<file path="src/yuyvrgb_pkg.sv">
// ----------------------------------------------------------------------------
// YUYV to RGB pixel writer package
// Transaction types, register indexes, format codes and color helpers.
// ----------------------------------------------------------------------------
package yuyvrgb_pkg;

  localparam int unsigned DimMaxDefault = 4096;

  localparam int unsigned SizeW    = 13;
  localparam int unsigned OriginW  = 12;
  localparam int unsigned PairsW   = 12;
  localparam int unsigned FormatW  = 2;
  localparam int unsigned CfgIdxW  = 3;
  localparam int unsigned CfgDataW = 13;
  localparam int unsigned IndexW   = 24;
  localparam int unsigned ColorW   = 32;

  localparam logic [CfgIdxW-1:0] CfgFbWidth     = 3'd0;
  localparam logic [CfgIdxW-1:0] CfgFbHeight    = 3'd1;
  localparam logic [CfgIdxW-1:0] CfgOriginX     = 3'd2;
  localparam logic [CfgIdxW-1:0] CfgOriginY     = 3'd3;
  localparam logic [CfgIdxW-1:0] CfgLinePairs   = 3'd4;
  localparam logic [CfgIdxW-1:0] CfgPixelFormat = 3'd5;

  localparam logic [FormatW-1:0] FmtRgb565   = 2'd0;
  localparam logic [FormatW-1:0] FmtBgr888   = 2'd1;
  localparam logic [FormatW-1:0] FmtArgb8888 = 2'd2;

  localparam logic [SizeW-1:0]   FbWidthReset     = 13'd800;
  localparam logic [SizeW-1:0]   FbHeightReset    = 13'd480;
  localparam logic [PairsW-1:0]  LinePairsReset   = 12'd320;

  localparam logic signed [17:0] CoefRv = 18'sd359;
  localparam logic signed [17:0] CoefGu = 18'sd88;
  localparam logic signed [17:0] CoefGv = 18'sd183;
  localparam logic signed [17:0] CoefBu = 18'sd454;
  localparam logic [7:0]         AlphaOpaque = 8'hFF;

  typedef struct packed {
    logic [7:0] luma_first;
    logic [7:0] chroma_u;
    logic [7:0] luma_second;
    logic [7:0] chroma_v;
    logic       frame_last;
  } in_item_t;

  typedef struct packed {
    logic [IndexW-1:0] pixel_index;
    logic [ColorW-1:0] pixel_color;
    logic              write_enable;
    logic              pair_last;
  } out_item_t;

  // floor(num / 256) clamped to 0..255
  function automatic logic [7:0] scale_clamp(logic signed [17:0] num);
    logic signed [9:0] q;
    q = num[17:8];
    if (q < 10'sd0) begin
      return 8'd0;
    end else if (q > 10'sd255) begin
      return 8'hFF;
    end
    return q[7:0];
  endfunction

  function automatic logic [ColorW-1:0] pack_color(logic [FormatW-1:0] fmt,
                                                   logic [7:0] r, logic [7:0] g,
                                                   logic [7:0] b);
    logic [ColorW-1:0] c;
    case (fmt)
      FmtRgb565:   c = {16'h0000, r[7:3], g[7:2], b[7:3]};
      FmtBgr888:   c = {8'h00, r, g, b};
      FmtArgb8888: c = {AlphaOpaque, r, g, b};
      default:     c = '0;
    endcase
    return c;
  endfunction

endpackage

</file>
<file path="src/yuyv_to_rgb_pixel_writer.sv">
// ----------------------------------------------------------------------------
// YUYV to RGB pixel writer
// Converts one YUYV group into two packed pixels with framebuffer indexes.
// Timing: the first pixel goes through the group register and then the result
//   register to out_valid_o; the second is loaded as the first is taken.
// Flow: a new group is accepted as the current group's second pixel is loaded,
//   since the single output channel carries two pixels per group.
// Reset: registers return to their defaults, counters and pipeline clear.
// ----------------------------------------------------------------------------
module yuyv_to_rgb_pixel_writer #(
  parameter int unsigned DIM_MAX = yuyvrgb_pkg::DimMaxDefault
) (
  input  logic                             clk_i,
  input  logic                             rst_ni,
  input  logic                             in_valid_i,
  output logic                             in_stall_o,
  input  yuyvrgb_pkg::in_item_t            in_data_i,
  output logic                             out_valid_o,
  input  logic                             out_stall_i,
  output yuyvrgb_pkg::out_item_t           out_data_o,
  input  logic                             cfg_valid_i,
  output logic                             cfg_ready_o,
  input  logic [yuyvrgb_pkg::CfgIdxW-1:0]  cfg_index_i,
  input  logic [yuyvrgb_pkg::CfgDataW-1:0] cfg_data_i
);

  localparam int unsigned CpW    = $clog2(DIM_MAX / 2);
  localparam int unsigned RcW    = $clog2(DIM_MAX);
  localparam int unsigned PosW   = $clog2((2 ** yuyvrgb_pkg::OriginW) + DIM_MAX);
  localparam int unsigned ProdW  = PosW + yuyvrgb_pkg::SizeW;
  localparam int unsigned NextW  = CpW + 1;

  // configuration
  logic [yuyvrgb_pkg::SizeW-1:0]   fb_width_q, fb_height_q;
  logic [yuyvrgb_pkg::OriginW-1:0] origin_x_q, origin_y_q;
  logic [yuyvrgb_pkg::PairsW-1:0]  line_pairs_q;
  logic [yuyvrgb_pkg::FormatW-1:0] pixel_format_q;

  // position counters
  logic [CpW-1:0]   column_pairs_q, column_pairs_d;
  logic [RcW-1:0]   row_count_q, row_count_d;
  logic [NextW-1:0] next_pairs;

  // group register
  logic             grp_valid_q, grp_valid_d;
  logic             sel_q, sel_d;
  logic [7:0]       y0_q, y1_q, u_q, v_q;
  logic [PosW-1:0]  col_q, row_q;

  // result register
  logic                   out_valid_q, out_valid_d;
  yuyvrgb_pkg::out_item_t out_q, pix;

  logic out_ready, load_out, grp_free, in_acc;

  assign cfg_ready_o = 1'b1;
  assign out_valid_o = out_valid_q;
  assign out_data_o  = out_q;

  assign out_ready  = !out_valid_q || !out_stall_i;
  assign load_out   = grp_valid_q && out_ready;
  assign grp_free   = !grp_valid_q || (load_out && sel_q);
  assign in_stall_o = !grp_free;
  assign in_acc     = in_valid_i && grp_free;

  always_comb begin
    grp_valid_d = grp_valid_q;
    sel_d       = sel_q;
    if (in_acc) begin
      grp_valid_d = 1'b1;
      sel_d       = 1'b0;
    end else if (grp_free) begin
      grp_valid_d = 1'b0;
    end else if (load_out) begin
      sel_d = 1'b1;
    end
    out_valid_d = load_out ? 1'b1 : (out_ready ? 1'b0 : out_valid_q);
  end

  always_comb begin
    next_pairs     = NextW'(column_pairs_q) + NextW'(1);
    column_pairs_d = column_pairs_q;
    row_count_d    = row_count_q;
    if (in_acc) begin
      if (in_data_i.frame_last) begin
        column_pairs_d = '0;
        row_count_d    = '0;
      end else if (32'(next_pairs) >= 32'(line_pairs_q) ||
                   next_pairs >= NextW'(DIM_MAX / 2)) begin
        column_pairs_d = '0;
        if (row_count_q < RcW'(DIM_MAX - 1)) begin
          row_count_d = row_count_q + RcW'(1);
        end
      end else begin
        column_pairs_d = next_pairs[CpW-1:0];
      end
    end
  end

  // pixel datapath
  logic [7:0]        luma, r, g, b;
  logic signed [7:0] cu, cv;
  logic signed [17:0] ys, cu_x, cv_x;
  logic [PosW-1:0]   col_px;
  logic [ProdW-1:0]  prod;
  logic              in_screen, fmt_ok;

  always_comb begin
    luma   = sel_q ? y1_q : y0_q;
    cu     = signed'({~u_q[7], u_q[6:0]});
    cv     = signed'({~v_q[7], v_q[6:0]});
    ys     = signed'({2'b00, luma, 8'h00});
    cu_x   = 18'(cu);
    cv_x   = 18'(cv);
    r      = yuyvrgb_pkg::scale_clamp(ys + yuyvrgb_pkg::CoefRv * cv_x);
    g      = yuyvrgb_pkg::scale_clamp(ys - yuyvrgb_pkg::CoefGu * cu_x
                                         - yuyvrgb_pkg::CoefGv * cv_x);
    b      = yuyvrgb_pkg::scale_clamp(ys + yuyvrgb_pkg::CoefBu * cu_x);
    col_px = col_q + PosW'(sel_q);
    prod   = ProdW'(row_q) * ProdW'(fb_width_q);
    fmt_ok = pixel_format_q inside {yuyvrgb_pkg::FmtRgb565, yuyvrgb_pkg::FmtBgr888,
                                    yuyvrgb_pkg::FmtArgb8888};
    in_screen = (32'(col_px) < 32'(fb_width_q)) && (32'(row_q) < 32'(fb_height_q)) && fmt_ok;
    pix.pixel_index  = in_screen ? (prod[yuyvrgb_pkg::IndexW-1:0] +
                                    yuyvrgb_pkg::IndexW'(col_px)) : '0;
    pix.pixel_color  = in_screen ? yuyvrgb_pkg::pack_color(pixel_format_q, r, g, b) : '0;
    pix.write_enable = in_screen;
    pix.pair_last    = sel_q;
  end

  always_ff @(posedge clk_i or negedge rst_ni) begin
    if (!rst_ni) begin
      fb_width_q     <= yuyvrgb_pkg::FbWidthReset;
      fb_height_q    <= yuyvrgb_pkg::FbHeightReset;
      origin_x_q     <= '0;
      origin_y_q     <= '0;
      line_pairs_q   <= yuyvrgb_pkg::LinePairsReset;
      pixel_format_q <= yuyvrgb_pkg::FmtRgb565;
    end else if (cfg_valid_i) begin
      case (cfg_index_i)
        yuyvrgb_pkg::CfgFbWidth:     fb_width_q     <= cfg_data_i;
        yuyvrgb_pkg::CfgFbHeight:    fb_height_q    <= cfg_data_i;
        yuyvrgb_pkg::CfgOriginX:     origin_x_q     <= cfg_data_i[yuyvrgb_pkg::OriginW-1:0];
        yuyvrgb_pkg::CfgOriginY:     origin_y_q     <= cfg_data_i[yuyvrgb_pkg::OriginW-1:0];
        yuyvrgb_pkg::CfgLinePairs:   line_pairs_q   <= cfg_data_i[yuyvrgb_pkg::PairsW-1:0];
        yuyvrgb_pkg::CfgPixelFormat: pixel_format_q <= cfg_data_i[yuyvrgb_pkg::FormatW-1:0];
        default: ;
      endcase
    end
  end

  always_ff @(posedge clk_i or negedge rst_ni) begin
    if (!rst_ni) begin
      column_pairs_q <= '0;
      row_count_q    <= '0;
      grp_valid_q    <= 1'b0;
      sel_q          <= 1'b0;
      out_valid_q    <= 1'b0;
    end else begin
      column_pairs_q <= column_pairs_d;
      row_count_q    <= row_count_d;
      grp_valid_q    <= grp_valid_d;
      sel_q          <= sel_d;
      out_valid_q    <= out_valid_d;
    end
  end

  always_ff @(posedge clk_i) begin
    if (in_acc) begin
      y0_q  <= in_data_i.luma_first;
      y1_q  <= in_data_i.luma_second;
      u_q   <= in_data_i.chroma_u;
      v_q   <= in_data_i.chroma_v;
      col_q <= PosW'(origin_x_q) + PosW'({column_pairs_q, 1'b0});
      row_q <= PosW'(origin_y_q) + PosW'(row_count_q);
    end
    if (load_out) begin
      out_q <= pix;
    end
  end

endmodule
</file>
<file path="config.mk">
export PLATFORM = sky130hd
export DESIGN_NAME = yuyv_to_rgb_pixel_writer
export DESIGN_NICKNAME = d
export VERILOG_FILES = /design/src/yuyvrgb_pkg.sv /design/src/yuyv_to_rgb_pixel_writer.sv
export SDC_FILE = /design/constraint.sdc
export NUM_CORES = 1
export LEC_CHECK = 0
export BUFFER_PORTS_ARGS = -buffer_cell sky130_fd_sc_hd__buf_2
export CAP_MARGIN = 10
export CORE_ASPECT_RATIO = 1.4
export CORE_MARGIN = 8
export CORE_UTILIZATION = 45
export CTS_CLUSTER_DIAMETER = 60
export CTS_CLUSTER_SIZE = 10
export DETAILED_ROUTE_END_ITERATION = 7
export GPL_TIMING_DRIVEN = 0
export PLACE_DENSITY = 0.65
export SETUP_SLACK_MARGIN = 0.2
export SLEW_MARGIN = 20
export SYNTH_ARGS = -nofsm -noshare
export SYNTH_HDL_FRONTEND = slang
export SYNTH_SLANG_ARGS = --single-unit
</file>
<file path="constraint.sdc">
create_clock -name clk_i -period 6.6 [get_ports clk_i]
set_clock_uncertainty 0.1 [all_clocks]
set_input_delay 0.99 -clock clk_i [delete_from_list [all_inputs] [get_ports clk_i]]
set_output_delay 0.99 -clock clk_i [all_outputs]
set_load 0.01 [all_outputs]
</file>
==> impl_summary.txt <==
----------------------------------------------------
[Floorplan]
  Core Box Area ... 46,600 µm²
  Standard-cell row count ... 94
  Die Ht ... roughly 270 µm
  # IOs ... between 100 and 150
  Initial standard-cell utilization of the core ... a little under half
  Area enclosed by the die boundary ... 54,000 µm²
  Horizontal die dimension ... 199 µm

[Finish]
  Area growth, synth to finish ... 14.9%
  Commonest cells after routing, fill and taps aside ... 355 x sky130_fd_sc_hd__inv_1, 293 x sky130_fd_sc_hd__ha_1, 204 x sky130_fd_sc_hd__fa_1
  Layout cells sized above 1 ... between 10% and 20%
  Most common library cell in the layout ignoring fill and taps ... sky130_fd_sc_hd__inv_1
  Number of filler instances in the final layout ... approximately 4,200
  Total number of nets in the final design ... roughly 2,900
  Total inserted antenna cells ... 0

[Setup path]
  Data arrival time at the worst-slack endpoint ... ~6.5 ns
  Largest fanout of any net on the critical path ... 6
  Worst flop-to-flop path endpoint ... out_data_o[17]
  WP data required ... ~6.7 ns
  Worst-case register-to-register setup slack ... approximately 0.20 ns
  Critical Setup Path Class ... reg2reg
  Type of element launching the critical path ... flop
  Worst R2R Start ... u_q[2]
  Worst setup EP type ... flop
  Length in cells of the worst reg-to-reg path ... 25

[Global route]
  GRT Util Overall ... between 20% and 30%
  Global-route wire length before repair ... roughly 85,000 µm
  Number of antenna violations at the first check in global routing ... 0
  Overall overflow remaining after global route ... 0
  Maximum number of pins on one net before global-route repair ... 52
  Via count of the first global-routing pass ... between 15,000 and 20,000

[Timing]
  Worst-Margin Slew ... slightly below 1 ns
  Headroom to the max-slew limit ... 33.6%
  Count of final hold-check violations ... 0
  Final hold slack ... 0.326 ns
  Upper clock frequency limit ... around 0.16 GHz
  Share of the cycle needed by the critical path after routing ... between 90% and 100%
  Final slew viol count ... 0
  Post-route minimum period ... 6.40 ns
  Number of setup violations in the final report ... 0
  RSZ-0062 raised after global routing ... true

[Route]
  Length of routed met2 wiring ... roughly 30,000 µm
  Highest metal layer used by the detailed router ... met4
  Routed via count ... between 15,000 and 20,000
  Detail Route met3 WL ... roughly 1700 µm
  Post-Route WL ... ~54,000 µm
  Number of remaining DRC errors ... 0
  Routed length on met1 ... around 20,000 µm
  Final routed wire length divided by cell count ... ~18 µm
  First DRT Iteration DRCs ... 672
  Routed via count divided by cell count ... 5.30
  Drt first pass iters ... 5
  Final ANT Viol Nets ... 0

[CTS]
  Number of clock buffers inserted by TritonCTS ... 17
  Htree depth ... 4
  Count of hold-fix buffers inserted at cts ... 0
  Later-pin clock latency in the skew report ... ~0.48 ns
  Maximum number of buffers from clock root to sink ... 2
  Clock-pin slew reported for the worst setup and hold paths after clock tree synthesis ... 0.08 ns
  TritonCTS clock tree ... built
  CTS Sinks ... roughly 200
  Cell chosen for the clock root ... sky130_fd_sc_hd__clkbuf_16

[Logic synthesis]
  Number of enable-type register cells in the synthesized netlist ... 109
  Number of nets produced by synthesis ... around 2,700
  Synthesis warning total ... 0
  Sequential area share after synthesis ... a little over a quarter
  Avg Cell Area, Syn ... 9.96 µm²
  Ys flop type ... sky130_fd_sc_hd__edfxtp_1
  Unique masters post-synth ... 76
  Synth Cell Area ... around 21,000 µm²
  Number of cells produced by synthesis ... 2,112
  Share of async-settable or async-resettable flops after synthesis ... 45.2%
  Number of synthesized register bits ... 199

[Run status]
  Result of the run ... complete, no violations

[Placed design]
  Input/output buffers ... about 110
  Gp weighted congestion ... ~0.92
  Estimated wirelength of the detail-placed design ... between 40,000 and 50,000 µm

[Hold path]
  Worst min-delay path class ... in2async

[Flow run]
  # Max-Cap Violations ... 0

----------------------------------------------------
==> metrics by stage <==
step                util (%)  worst slack (ns)  TNS (ns)  instances  area [µm²]
floorplan                  -             0.202         0       2112       21100
global route            51.9           -0.0380   -0.0675       2941       24200
finish                  51.9             0.197         0       2941       24200
global placement        48.1            -0.378     -3.81       2849       22400
CTS                     50.9             0.177         0       2915       23700
detailed placement      48.3            -0.490     -5.86       2853       22500
==> final cells by class <==
cell class              count  area [µm²]  area share [%]
repair buffers            173        1090            4.53
clock buffers              18         450            1.86
multi-input cells        1492       14400            59.6
inverters                 365        1380            5.69
plain buffers              56         355            1.47
flip-flops and latches    199        5540            22.9
clock inverters            14         169           0.698
well taps                 624         781            3.23
==> cells in the mapped netlist (10+ instances only) <==
| master | instances | area, µm² |
|---|---|---|
| sky130_fd_sc_hd__a211oi_1 | 10 | 75.1 |
| sky130_fd_sc_hd__a21o_1 | 27 | 203 |
| sky130_fd_sc_hd__a21oi_1 | 60 | 300 |
| sky130_fd_sc_hd__and2_1 | 71 | 444 |
| sky130_fd_sc_hd__and3_1 | 19 | 119 |
| sky130_fd_sc_hd__clkbuf_1 | 38 | 143 |
| sky130_fd_sc_hd__dfrtp_1 | 81 | 2030 |
| sky130_fd_sc_hd__edfxtp_1 | 109 | 3270 |
| sky130_fd_sc_hd__fa_1 | 208 | 4160 |
| sky130_fd_sc_hd__ha_1 | 310 | 3880 |
| sky130_fd_sc_hd__inv_1 | 365 | 1370 |
| sky130_fd_sc_hd__mux2_2 | 31 | 349 |
| sky130_fd_sc_hd__mux2i_1 | 10 | 100 |
| sky130_fd_sc_hd__nand2_1 | 205 | 769 |
| sky130_fd_sc_hd__nand2b_1 | 15 | 93.8 |
| sky130_fd_sc_hd__nand3_1 | 29 | 145 |
| sky130_fd_sc_hd__nor2_1 | 108 | 405 |
| sky130_fd_sc_hd__nor2b_1 | 13 | 81.3 |
| sky130_fd_sc_hd__nor3_1 | 33 | 165 |
| sky130_fd_sc_hd__o21a_1 | 16 | 120 |
| sky130_fd_sc_hd__o21ai_0 | 78 | 390 |
| sky130_fd_sc_hd__o21bai_1 | 10 | 75.1 |
| sky130_fd_sc_hd__xnor2_1 | 75 | 657 |
| sky130_fd_sc_hd__xor2_1 | 32 | 280 |
==> timing repair <==
action                                  in CTS  in global routing
pin swaps                                   38                 47
setup buffers                               30                 26
endpoints found under the setup margin      26                 24
resized for setup                          100                 81
endpoints found under the hold margin        0                  0
==> logic make-up after synthesis <==
group	share of synthesized area [%]
fa+ha+maj	38.3
flops	26.3
simple gates	12.1
compound gates	9.04
buf+inv	7.68
other cells	0.0178
xor+xnor	4.45
mux	2.13
==> worst max-delay path by stage <==
stage	start	end	slack, ns	depth (start not counted)
global route	u_q[1]	out_data_o[10]	-0.04	23
global placement	u_q[0]	out_data_o[17]	-0.38	25
detailed placement	u_q[0]	out_data_o[10]	-0.49	25
finish	u_q[2]	out_data_o[17]	0.20	25
floorplan	u_q[0]	out_data_o[7]	0.20	25
CTS	u_q[2]	out_data_o[17]	0.18	27
==> worst max-delay path, cell delays in order (launching register included) <==
cell and delay, ns:
sky130_fd_sc_hd__edfxtp_1 0.50, sky130_fd_sc_hd__ha_4 0.29, sky130_fd_sc_hd__ha_4 0.30, sky130_fd_sc_hd__ha_4 0.20, sky130_fd_sc_hd__a21o_1 0.19, sky130_fd_sc_hd__a21oi_4 0.19
sky130_fd_sc_hd__o21bai_4 0.09, sky130_fd_sc_hd__a21oi_2 0.16, sky130_fd_sc_hd__o21bai_1 0.10, sky130_fd_sc_hd__a21o_1 0.19, sky130_fd_sc_hd__xor2_1 0.17, sky130_fd_sc_hd__ha_1 0.32
sky130_fd_sc_hd__fa_1 0.57, sky130_fd_sc_hd__fa_1 0.44, sky130_fd_sc_hd__fa_1 0.51, sky130_fd_sc_hd__inv_2 0.05, sky130_fd_sc_hd__ha_4 0.25, sky130_fd_sc_hd__a21o_1 0.18
sky130_fd_sc_hd__o211ai_1 0.19, sky130_fd_sc_hd__buf_4 0.16, sky130_fd_sc_hd__o2111ai_4 0.17, sky130_fd_sc_hd__buf_6 0.18, sky130_fd_sc_hd__xnor2_2 0.11, sky130_fd_sc_hd__o21ai_1 0.09
sky130_fd_sc_hd__a211oi_2 0.33, sky130_fd_sc_hd__o32ai_2 0.14
==> registers in the layout, summed over array words and instances, names as in the netlist, 12 cells and up <==
name          flops
fb_width_q       13
row_count_q      12
origin_y_q       12
col_q            13
row_q            13
line_pairs_q     12
out_data_o       51
fb_height_q      13
origin_x_q       12
==> layer usage <==
metal	global-route usage (%)	up-vias
met4	11.5	0
met2	38.5	358
met5	0	-
met3	2.57	141
met1	21.2	7739
li1	-	7363
Power is not shown: default switching activity piles up to over one toggle a cycle in this logic, so the estimate is an artifact.
